File: config.mk
export PLATFORM = sky130hd
export DESIGN_NAME = quad_scanline_checker_fill
export DESIGN_NICKNAME = d
export VERILOG_FILES = /design/src/hw/rtl/qscf_pkg.sv /design/src/hw/rtl/quad_scanline_checker_fill.sv /design/src/hw/rtl/qscf_edge.sv /design/src/hw/rtl/qscf_datapath.sv /design/src/hw/rtl/qscf_ctrl.sv
export SDC_FILE = /design/constraint.sdc
export NUM_CORES = 2
export LEC_CHECK = 0
export ABC_AREA = 1
export BUFFER_PORTS_ARGS = -buffer_cell sky130_fd_sc_hd__buf_4
export CORE_MARGIN = 10
export CORE_UTILIZATION = 40
export CTS_BUF_LIST = sky130_fd_sc_hd__clkbuf_16
export CTS_CLUSTER_SIZE = 28
export DETAILED_ROUTE_END_ITERATION = 8
export GPL_TIMING_DRIVEN = 0
export PLACE_DENSITY = 0.56
export SETUP_SLACK_MARGIN = 0.05
export SLEW_MARGIN = 5
export SYNTH_ARGS = -nofsm -noshare
export SYNTH_HDL_FRONTEND = slang
export SYNTH_SLANG_ARGS = --single-unit
File: constraint.sdc
create_clock -name clk -period 7.68 [get_ports clk]
set_input_delay 0.768 -clock clk [delete_from_list [all_inputs] [get_ports clk]]
set_output_delay 0.768 -clock clk [all_outputs]
set_load 0.01 [all_outputs]
File: src/hw/rtl/qscf_pkg.sv
// Shared types, constants and edge tables of the quadrilateral scanline filler.
package qscf_pkg;

	localparam int SCREEN_SIZE_DEF = 200;
	localparam int MAX_ROWS_DEF    = 64;

	// Quotient bits per divider cycle and number of divider cycles per row.
	localparam int DIV_BITS_PER_STEP = 2;
	localparam int DIV_STEPS         = 8 / DIV_BITS_PER_STEP;
	localparam int DIV_CNT_W         = $clog2(DIV_STEPS);

	localparam int NUM_CORNER_REGS = 8;
	localparam int NUM_EDGES       = 4;

	// Corner points: inner_a, inner_b, outer_a, outer_b. Point p has its x in
	// corner register 2p and its y in register 2p+1.
	localparam logic [1:0] EDGE_P0 [NUM_EDGES] = '{2'd0, 2'd1, 2'd0, 2'd2};
	localparam logic [1:0] EDGE_P1 [NUM_EDGES] = '{2'd2, 2'd3, 2'd1, 2'd3};

	typedef enum logic [2:0] {
		ST_IDLE,
		ST_SETUP,
		ST_MUL,
		ST_DIV,
		ST_PUSH
	} qscf_state_t;

	typedef struct packed {
		logic load;   // capture corners
		logic setup;  // find row range
		logic mul;    // start the edge crossings of the current row
		logic step;   // advance the edge dividers by one step
		logic push;   // write the span into the output register
	} qscf_cmd_t;

	typedef struct packed {
		logic out_free;  // output register can take a span this cycle
		logic last_row;  // current row is the final one
	} qscf_status_t;

endpackage

File: src/hw/rtl/quad_scanline_checker_fill.sv
// Top level of the quadrilateral scanline filler with checkerboard start x.
//
// Input channel (s_*): one word carries the four corners of a quadrilateral,
// inner edge a/b and outer edge a/b. The outline runs inner_a, outer_a,
// outer_b, inner_b. s_tready is high only while the block is idle.
// Output channel (m_*): one word per row, from the least corner y upward,
// with the span bounds, an empty flag, the first lit x of the checkerboard
// and tlast on the final row. At most MAX_ROWS rows go out; when more rows
// were spanned, the last word also carries the clipped flag.
// Steps: capture and setup, then for each row the multiplier and the
// divider (two quotient bits a cycle) in each of the four side lanes,
// and a merge that loads the output register.
// A stalled receiver holds the output register and the sequencer waits in
// its push step; nothing is dropped. The next quadrilateral is taken while
// the final span still waits in the output register.
// Reset (arst_n low) drops any row walk in progress and empties the output.
module quad_scanline_checker_fill import qscf_pkg::*; #(
	parameter int SCREEN_SIZE = SCREEN_SIZE_DEF,
	parameter int MAX_ROWS    = MAX_ROWS_DEF
) (
	input  logic        clk,
	input  logic        arst_n,
	input  logic        s_tvalid,
	output logic        s_tready,
	// inner_a_x, inner_a_y, inner_b_x, inner_b_y,
	// outer_a_x, outer_a_y, outer_b_x, outer_b_y (8 bits each)
	input  logic [63:0] s_tdata,
	output logic        m_tvalid,
	input  logic        m_tready,
	// row_y[7:0], span_left[15:8], span_right[24:16] (signed),
	// first_lit_x[32:25], zero fill [39:33]
	output logic [39:0] m_tdata,
	// row_empty[0], rows_clipped[1]
	output logic [1:0]  m_tuser,
	// last_row
	output logic        m_tlast
);

	qscf_cmd_t    cmd;
	qscf_status_t status;

	// Sequencer: owns the input handshake and steps each row through.
	qscf_ctrl u_ctrl (
		.clk      (clk),
		.arst_n   (arst_n),
		.s_tvalid (s_tvalid),
		.s_tready (s_tready),
		.status   (status),
		.cmd      (cmd)
	);

	// Datapath: corners, row walk, edge lanes and the output register.
	qscf_datapath #(
		.SCREEN_SIZE (SCREEN_SIZE),
		.MAX_ROWS    (MAX_ROWS)
	) u_datapath (
		.clk      (clk),
		.arst_n   (arst_n),
		.cmd      (cmd),
		.status   (status),
		.s_tdata  (s_tdata),
		.m_tvalid (m_tvalid),
		.m_tready (m_tready),
		.m_tdata  (m_tdata),
		.m_tuser  (m_tuser),
		.m_tlast  (m_tlast)
	);

`ifndef SYNTH
	// Accepting a quadrilateral starts the row walk; no second word right after.
	a_busy_after_accept: assert property (@(posedge clk) disable iff (!arst_n)
		s_tvalid && s_tready |=> !s_tready)
		else $error("input accepted again right after a capture");

	// Empty rows carry the screen-size marker and -1.
	a_empty_markers: assert property (@(posedge clk) disable iff (!arst_n)
		m_tvalid && m_tuser[0] |->
			m_tdata[15:8] == 8'(SCREEN_SIZE) && m_tdata[24:16] == 9'h1FF)
		else $error("empty row without its markers");

	// A row with a crossing has left bound at or below right bound.
	a_span_order: assert property (@(posedge clk) disable iff (!arst_n)
		m_tvalid && !m_tuser[0] |->
			!m_tdata[24] && m_tdata[15:8] <= m_tdata[23:16])
		else $error("span bounds out of order");

	// Clipping is reported only on the final span.
	a_clip_on_last: assert property (@(posedge clk) disable iff (!arst_n)
		m_tvalid && m_tuser[1] |-> m_tlast)
		else $error("clipped flag on a span that is not the last");
`endif

endmodule

File: src/hw/rtl/qscf_edge.sv
// One edge lane: crossing test, multiplier and a two-bit-per-cycle divider.
module qscf_edge import qscf_pkg::*; (
	input  logic       clk,
	input  logic       mul,
	input  logic       step,
	input  logic [7:0] x0,
	input  logic [7:0] y0,
	input  logic [7:0] x1,
	input  logic [7:0] y1,
	input  logic [7:0] row,
	output logic       hit,
	output logic [7:0] x
);

	logic [7:0]  ymin, ymax, dy_row, dy_edge, adx;
	logic        neg, hit_d;
	logic [15:0] prod;
	logic        hit_q, neg_q;
	logic [7:0]  x0_q, div_q, rem_q, quo_q;
	logic [7:0]  rem_n, quo_n;
	logic [8:0]  trial;
	logic [8:0]  x_wide;

	always_comb begin
		ymin    = (y0 < y1) ? y0 : y1;
		ymax    = (y0 < y1) ? y1 : y0;
		hit_d   = (y0 != y1) && (row >= ymin) && (row <= ymax);
		dy_row  = (row >= y0) ? (row - y0) : (y0 - row);
		dy_edge = (y1 >= y0) ? (y1 - y0) : (y0 - y1);
		neg     = (x1 < x0);
		adx     = neg ? (x0 - x1) : (x1 - x0);
		prod    = 16'(dy_row) * 16'(adx);
	end

	// Restoring division; the quotient never exceeds |x1 - x0|, so the high
	// byte of the product is already below the divisor.
	always_comb begin
		rem_n = rem_q;
		quo_n = quo_q;
		trial = '0;
		for (int i = 0; i < DIV_BITS_PER_STEP; i++) begin
			trial = {rem_n, quo_n[7]};
			quo_n = {quo_n[6:0], 1'b0};
			if (trial >= {1'b0, div_q}) begin
				trial    = trial - {1'b0, div_q};
				quo_n[0] = 1'b1;
			end
			rem_n = trial[7:0];
		end
	end

	always_ff @(posedge clk) begin
		if (mul) begin
			hit_q <= hit_d;
			neg_q <= neg;
			x0_q  <= x0;
			div_q <= dy_edge;
			rem_q <= prod[15:8];
			quo_q <= prod[7:0];
		end else if (step) begin
			rem_q <= rem_n;
			quo_q <= quo_n;
		end
	end

	assign x_wide = neg_q ? ({1'b0, x0_q} - {1'b0, quo_q}) : ({1'b0, x0_q} + {1'b0, quo_q});
	assign x      = x_wide[7:0];
	assign hit    = hit_q;

endmodule

File: src/hw/rtl/qscf_datapath.sv
// Corner registers, row counter, four side lanes, span merge and output register.
module qscf_datapath import qscf_pkg::*; #(
	parameter int SCREEN_SIZE = SCREEN_SIZE_DEF,
	parameter int MAX_ROWS    = MAX_ROWS_DEF
) (
	input  logic         clk,
	input  logic         arst_n,
	input  qscf_cmd_t    cmd,
	output qscf_status_t status,
	input  logic [63:0]  s_tdata,
	output logic         m_tvalid,
	input  logic         m_tready,
	output logic [39:0]  m_tdata,
	output logic [1:0]   m_tuser,
	output logic         m_tlast
);

	localparam int RW = $clog2(MAX_ROWS);
	localparam logic [7:0] LAST_K = 8'(MAX_ROWS - 1);

	logic [7:0]    corner_q [NUM_CORNER_REGS];
	logic [7:0]    row_q;
	logic [RW-1:0] rows_left_q;
	logic          clipped_q;

	logic [7:0] ylo, yhi, span;
	logic       last;

	logic [NUM_EDGES-1:0] hit;
	logic [7:0]           xe [NUM_EDGES];

	logic       seen;
	logic [7:0] lo, hi, left;
	logic [8:0] right, first_w;
	logic [7:0] first;

	logic        out_valid_q;
	logic [39:0] out_data_q;
	logic [1:0]  out_user_q;
	logic        out_last_q;

	always_comb begin
		ylo = corner_q[1];
		yhi = corner_q[1];
		for (int p = 1; p < 4; p++) begin
			if (corner_q[2*p+1] < ylo) ylo = corner_q[2*p+1];
			if (corner_q[2*p+1] > yhi) yhi = corner_q[2*p+1];
		end
		span = yhi - ylo;
	end

	assign last = (rows_left_q == '0);

	always_ff @(posedge clk) begin
		if (cmd.load) begin
			for (int i = 0; i < NUM_CORNER_REGS; i++) begin
				corner_q[i] <= s_tdata[8*i +: 8];
			end
		end
		if (cmd.setup) begin
			row_q       <= ylo;
			clipped_q   <= (span > LAST_K);
			rows_left_q <= (span > LAST_K) ? LAST_K[RW-1:0] : span[RW-1:0];
		end else if (cmd.push) begin
			row_q       <= row_q + 8'd1;
			rows_left_q <= rows_left_q - RW'(1);
		end
	end

	for (genvar e = 0; e < NUM_EDGES; e++) begin : g_edge
		qscf_edge u_edge (
			.clk  (clk),
			.mul  (cmd.mul),
			.step (cmd.step),
			.x0   (corner_q[2*EDGE_P0[e]]),
			.y0   (corner_q[2*EDGE_P0[e]+1]),
			.x1   (corner_q[2*EDGE_P1[e]]),
			.y1   (corner_q[2*EDGE_P1[e]+1]),
			.row  (row_q),
			.hit  (hit[e]),
			.x    (xe[e])
		);
	end

	always_comb begin
		lo = 8'hFF;
		hi = 8'h00;
		for (int e = 0; e < NUM_EDGES; e++) begin
			if (hit[e] && xe[e] < lo) lo = xe[e];
			if (hit[e] && xe[e] > hi) hi = xe[e];
		end
		seen    = |hit;
		left    = seen ? lo : 8'(SCREEN_SIZE);
		right   = seen ? {1'b0, hi} : 9'h1FF;
		first_w = {1'b0, left} + {8'd0, left[0] ^ row_q[0]};
		first   = first_w[8] ? 8'hFF : first_w[7:0];
	end

	assign status.out_free = !out_valid_q || m_tready;
	assign status.last_row = last;

	always_ff @(posedge clk or negedge arst_n) begin
		if (!arst_n) begin
			out_valid_q <= 1'b0;
		end else if (cmd.push) begin
			out_valid_q <= 1'b1;
		end else if (m_tready) begin
			out_valid_q <= 1'b0;
		end
	end

	always_ff @(posedge clk) begin
		if (cmd.push) begin
			out_data_q <= {7'd0, first, right, left, row_q};
			out_user_q <= {clipped_q && last, !seen};
			out_last_q <= last;
		end
	end

	assign m_tvalid = out_valid_q;
	assign m_tdata  = out_data_q;
	assign m_tuser  = out_user_q;
	assign m_tlast  = out_last_q;

endmodule

File: src/hw/rtl/qscf_ctrl.sv
// Sequencer: input capture, row setup, per-row multiply, divide and push.
module qscf_ctrl import qscf_pkg::*; (
	input  logic         clk,
	input  logic         arst_n,
	input  logic         s_tvalid,
	output logic         s_tready,
	input  qscf_status_t status,
	output qscf_cmd_t    cmd
);

	qscf_state_t          state_q, state_d;
	logic [DIV_CNT_W-1:0] cnt_q, cnt_d;

	always_ff @(posedge clk or negedge arst_n) begin
		if (!arst_n) begin
			state_q <= ST_IDLE;
			cnt_q   <= '0;
		end else begin
			state_q <= state_d;
			cnt_q   <= cnt_d;
		end
	end

	always_comb begin
		state_d  = state_q;
		cnt_d    = cnt_q;
		cmd      = '0;
		s_tready = 1'b0;
		case (state_q)
			ST_IDLE: begin
				s_tready = 1'b1;
				if (s_tvalid) begin
					cmd.load = 1'b1;
					state_d  = ST_SETUP;
				end
			end
			ST_SETUP: begin
				cmd.setup = 1'b1;
				state_d   = ST_MUL;
			end
			ST_MUL: begin
				cmd.mul = 1'b1;
				cnt_d   = '0;
				state_d = ST_DIV;
			end
			ST_DIV: begin
				cmd.step = 1'b1;
				cnt_d    = cnt_q + DIV_CNT_W'(1);
				if (cnt_q == DIV_CNT_W'(DIV_STEPS - 1)) begin
					state_d = ST_PUSH;
				end
			end
			ST_PUSH: begin
				if (status.out_free) begin
					cmd.push = 1'b1;
					state_d  = status.last_row ? ST_IDLE : ST_MUL;
				end
			end
			default: begin
				state_d = ST_IDLE;
			end
		endcase
	end

endmodule

==> results.ini <==
[finish]
regArea_um2 = 7420
nets = 5246
nFillCells = 8137
multi_input_area_um2 = 23500
syn_to_final_growth_pct = 17.4
drive_above_1_share_pct = 13.4

[global_routing]
grt_pass1_wl_mm = 158
grt_pass1_vias = 28200
track_usage_pct = 21.3
antenna_found_initial = 0
grt_max_degree = 54
gr-total-overflow = 0

[timing]
max_freq_mhz = 135
finClkSkew_ns = 0.0169
rsz0062_at_grt = true
fin_worst_hold_slack_ns = 0.376
period_needed_ns = 7.39
finalMaxSlewViolations = 0
finalSetupViolations = 0
worst_slew_pin_slew_ns = 1.27
min_period_over_period_pct = 96.2
slew_headroom_pct = 14.3
hold_viol_final = 0

[synth]
yosys_register_bits = 248
postSynthCellCount = 4124
ys_types = 63
synth_top_cell_by_area = edfxtp_1
synth_ff_type = edfxtp_1
yosysTopAreaCellShare_pct = 22.1
synthAdderAreaFrac_pct = 32.2
synth_top_cells_by_area = edfxtp_1 (22%), ha_1 (21%), fa_1 (11%)
synthSimpleGateAreaFrac_pct = 15.9
synth_top_family_by_area = adder cells
synth_edf_count = 242
avgSynthCellArea_um2 = 7.98
synth_area_um2 = 32900
synth_compound_area_share_pct = 14.4
synthMuxAreaShare_pct = 0.619
async_flop_share_pct = 2.42
synth-xor-area-share_pct = 5.19
ys_seq_area_share_pct = 22.5
yosysWarnings = 0

[clock_tree]
cts_tree = built
cts-root-buf = clkbuf_16
clockBufferDepth = 3
clock_latency_ns = 0.56
htreeDepth = 2
cts.sinks = 248
cts_buffers = 37
clk_transition_reported_paths_ns = 0.06

[floorplan]
ioPinCount = 113
fp.coreArea_um2 = 81800
die_area_um2 = 94200
initial_core_util_pct = 40.2
dieHeight_um = 307
fp-row-count = 105
die_x_um = 307

[detailed_routing]
drt-wirelength-per-cell_um = 18.5
drtIter0Drc = 1732
drt-vias-per-instance = 5.19
drtAntennaViolNets = 0
vias = 28700
wl_mm = 103
drc = 0
firstDrtPassIters = 7

[worst_setup_path]
crit_arrival_ns = 7.69
crit_path_start_kind = flop
path_class = flop to flop
worstSetupEndpointType = flop
cp_max_fo = 8
worstPathRequired_ns = 7.98
slowest_delay_ns = 0.56
slowest_stage = fa_1
critPathMostFrequentCell = nor2_1

[outcome]
status = finished, final reports clean

[placed_design]
gp_congestion = 0.926
numPortBuffers = 105
dpl.hpwl_mm = 80.4

[worst_hold_path]
worst_hold_path_type = input pin to flop

[flow_run]
cap_violations = 0

-- worst paths after layout --
kind                                            start                              endpoint  slack, ns  cells past startpoint
hold / removal                            s_tdata[59]            u_datapath.corner_q[1][27]       0.38                      1
hold reg to reg                       u_ctrl.cnt_q[0]                       u_ctrl.cnt_q[0]       0.50                      1
max in group asynchronous                      arst_n                   u_datapath.m_tvalid       7.01                      2
setup reg to reg           u_datapath.corner_q[0][16]  u_datapath.g_edge[2].u_edge.rem_q[7]       0.29                     43
min in group asynchronous                      arst_n                     u_ctrl.state_q[2]       0.55                      2
setup / recovery           u_datapath.corner_q[0][16]  u_datapath.g_edge[2].u_edge.rem_q[7]       0.29                     43
-- state kept, by name, summed over array words and instances, names as in the netlist --
| register | count |
|---|---|
| u_datapath.g_edge.u_edge.div_q | 32 |
| u_datapath.rows_left_q | 6 |
| u_datapath.g_edge.u_edge.hit | 4 |
| u_datapath.m_tdata | 32 |
| u_ctrl.cnt_q | 2 |
| u_ctrl.state_q | 3 |
| u_datapath.g_edge.u_edge.rem_q | 32 |
| u_datapath.row_q | 8 |
| u_datapath.m_tvalid | 1 |
| u_datapath.clipped_q | 1 |
| u_datapath.m_tlast | 1 |
| u_datapath.g_edge.u_edge.quo_q | 32 |
| u_datapath.g_edge.u_edge.x0_q | 24 |
| u_datapath.g_edge.u_edge.neg_q | 4 |
| u_datapath.corner_q | 64 |
| u_datapath.m_tuser | 2 |
-- worst max-delay path, delay by kind of cell, from the launching register on --
kind	cells	cell delay [ns]
xor+xnor	1	0.25
simple gates	14	1.18
compound gates	12	1.85
flops	1	0.54
buf+inv	9	0.65
fa+ha+maj	7	2.65
-- cell families after synthesis --
family          count (synthesis)
simple gates                 1273
compound gates                849
buf+inv                       799
fa+ha+maj                     739
flops                         248
xor+xnor                      195
mux                            20
other cells                     1
-- metal layers --
metal  GRT usage [%]  up-vias  wire, µm
li1                -    14200         -
met1            27.4    13600     45300
met2            36.6      740     48300
met3            2.79      196      5230
met4            6.99        0      3800
met5               0        -         0
-- through the flow --
stage	std cells	setup slack [ns]	cell area, µm²	utilization, %	setup TNS [ns]
after floorplan	4130	0.685	32900	-	0
after global placement	5305	-2.01	35100	42.8	-152.30
after detailed placement	5318	-1.50	35300	43.1	-27.20
after CTS	5432	-0.0257	37100	45.3	-0.0257
after global routing	5532	-0.0779	38700	47.2	-0.143
final	5534	0.292	38700	47.2	0
-- cell usage after synthesis, types with 5 or more instances --
library cell	number
nor4_1	10
clkbuf_1	60
nor3_1	32
o21ai_0	375
nand2_2	12
a211oi_1	20
a21oi_1	283
or2_2	9
o221ai_1	17
nand3b_1	5
nor2_2	7
mux2i_1	17
fa_1	179
ha_1	560
dfrtp_1	6
a21o_1	13
o21ai_1	29
a31oi_1	5
o21bai_1	21
o211ai_1	23
nand2_1	736
nand2_4	7
nand3_2	5
edfxtp_1	242
xnor2_1	43
o31ai_1	11
o21a_1	6
nand4_1	22
a221oi_1	14
xor2_1	152
inv_1	716
buf_4	8
and2_1	5
nor2_1	335
nand3_1	81
o21ai_2	6
-- layout make-up --
type | count | area share [%]
inverters | 725 | 7.16
multi-input cells | 3084 | 60.7
repair buffers | 270 | 5.54
plain buffers | 73 | 0.903
well taps | 1070 | 3.46
diodes | 2 | 0.0129
flip-flops and latches | 248 | 19.2
clock buffers | 37 | 2.39
clock inverters | 25 | 0.638
-- cell usage in the layout (no fill, tap or decap), types with 16 or more instances in the layout --
master	Yosys	routed
xnor2_1	43	36
o21bai_1	21	20
inv_1	716	685
nand4_1	22	22
inv_2	4	27
nand2_2	12	25
ha_1	560	542
nand3_1	81	77
o21ai_1	29	43
nor2_2	7	19
nor3_1	32	30
xor2_2	0	19
o21ai_2	6	29
fa_1	179	173
edfxtp_1	242	242
clkbuf_1	60	47
nor2_1	335	319
o211ai_1	23	23
mux2i_1	17	16
a21oi_1	283	266
buf_4	8	263
o21ai_0	375	333
nand2_1	736	723
clkbuf_16	0	37
xor2_1	152	128
-- timing repair --
action                                  in CTS  in global routing
gates cloned                                 0                  1
pin swaps                                   14                 69
setup buffers                               51                100
hold buffers                                 1                  0
endpoints found under the hold margin        6                  0
endpoints found under the setup margin      48                 41
resized for setup                           59                229
Power is not shown: default switching activity piles up to over one toggle a cycle in this logic, so the estimate is an artifact.
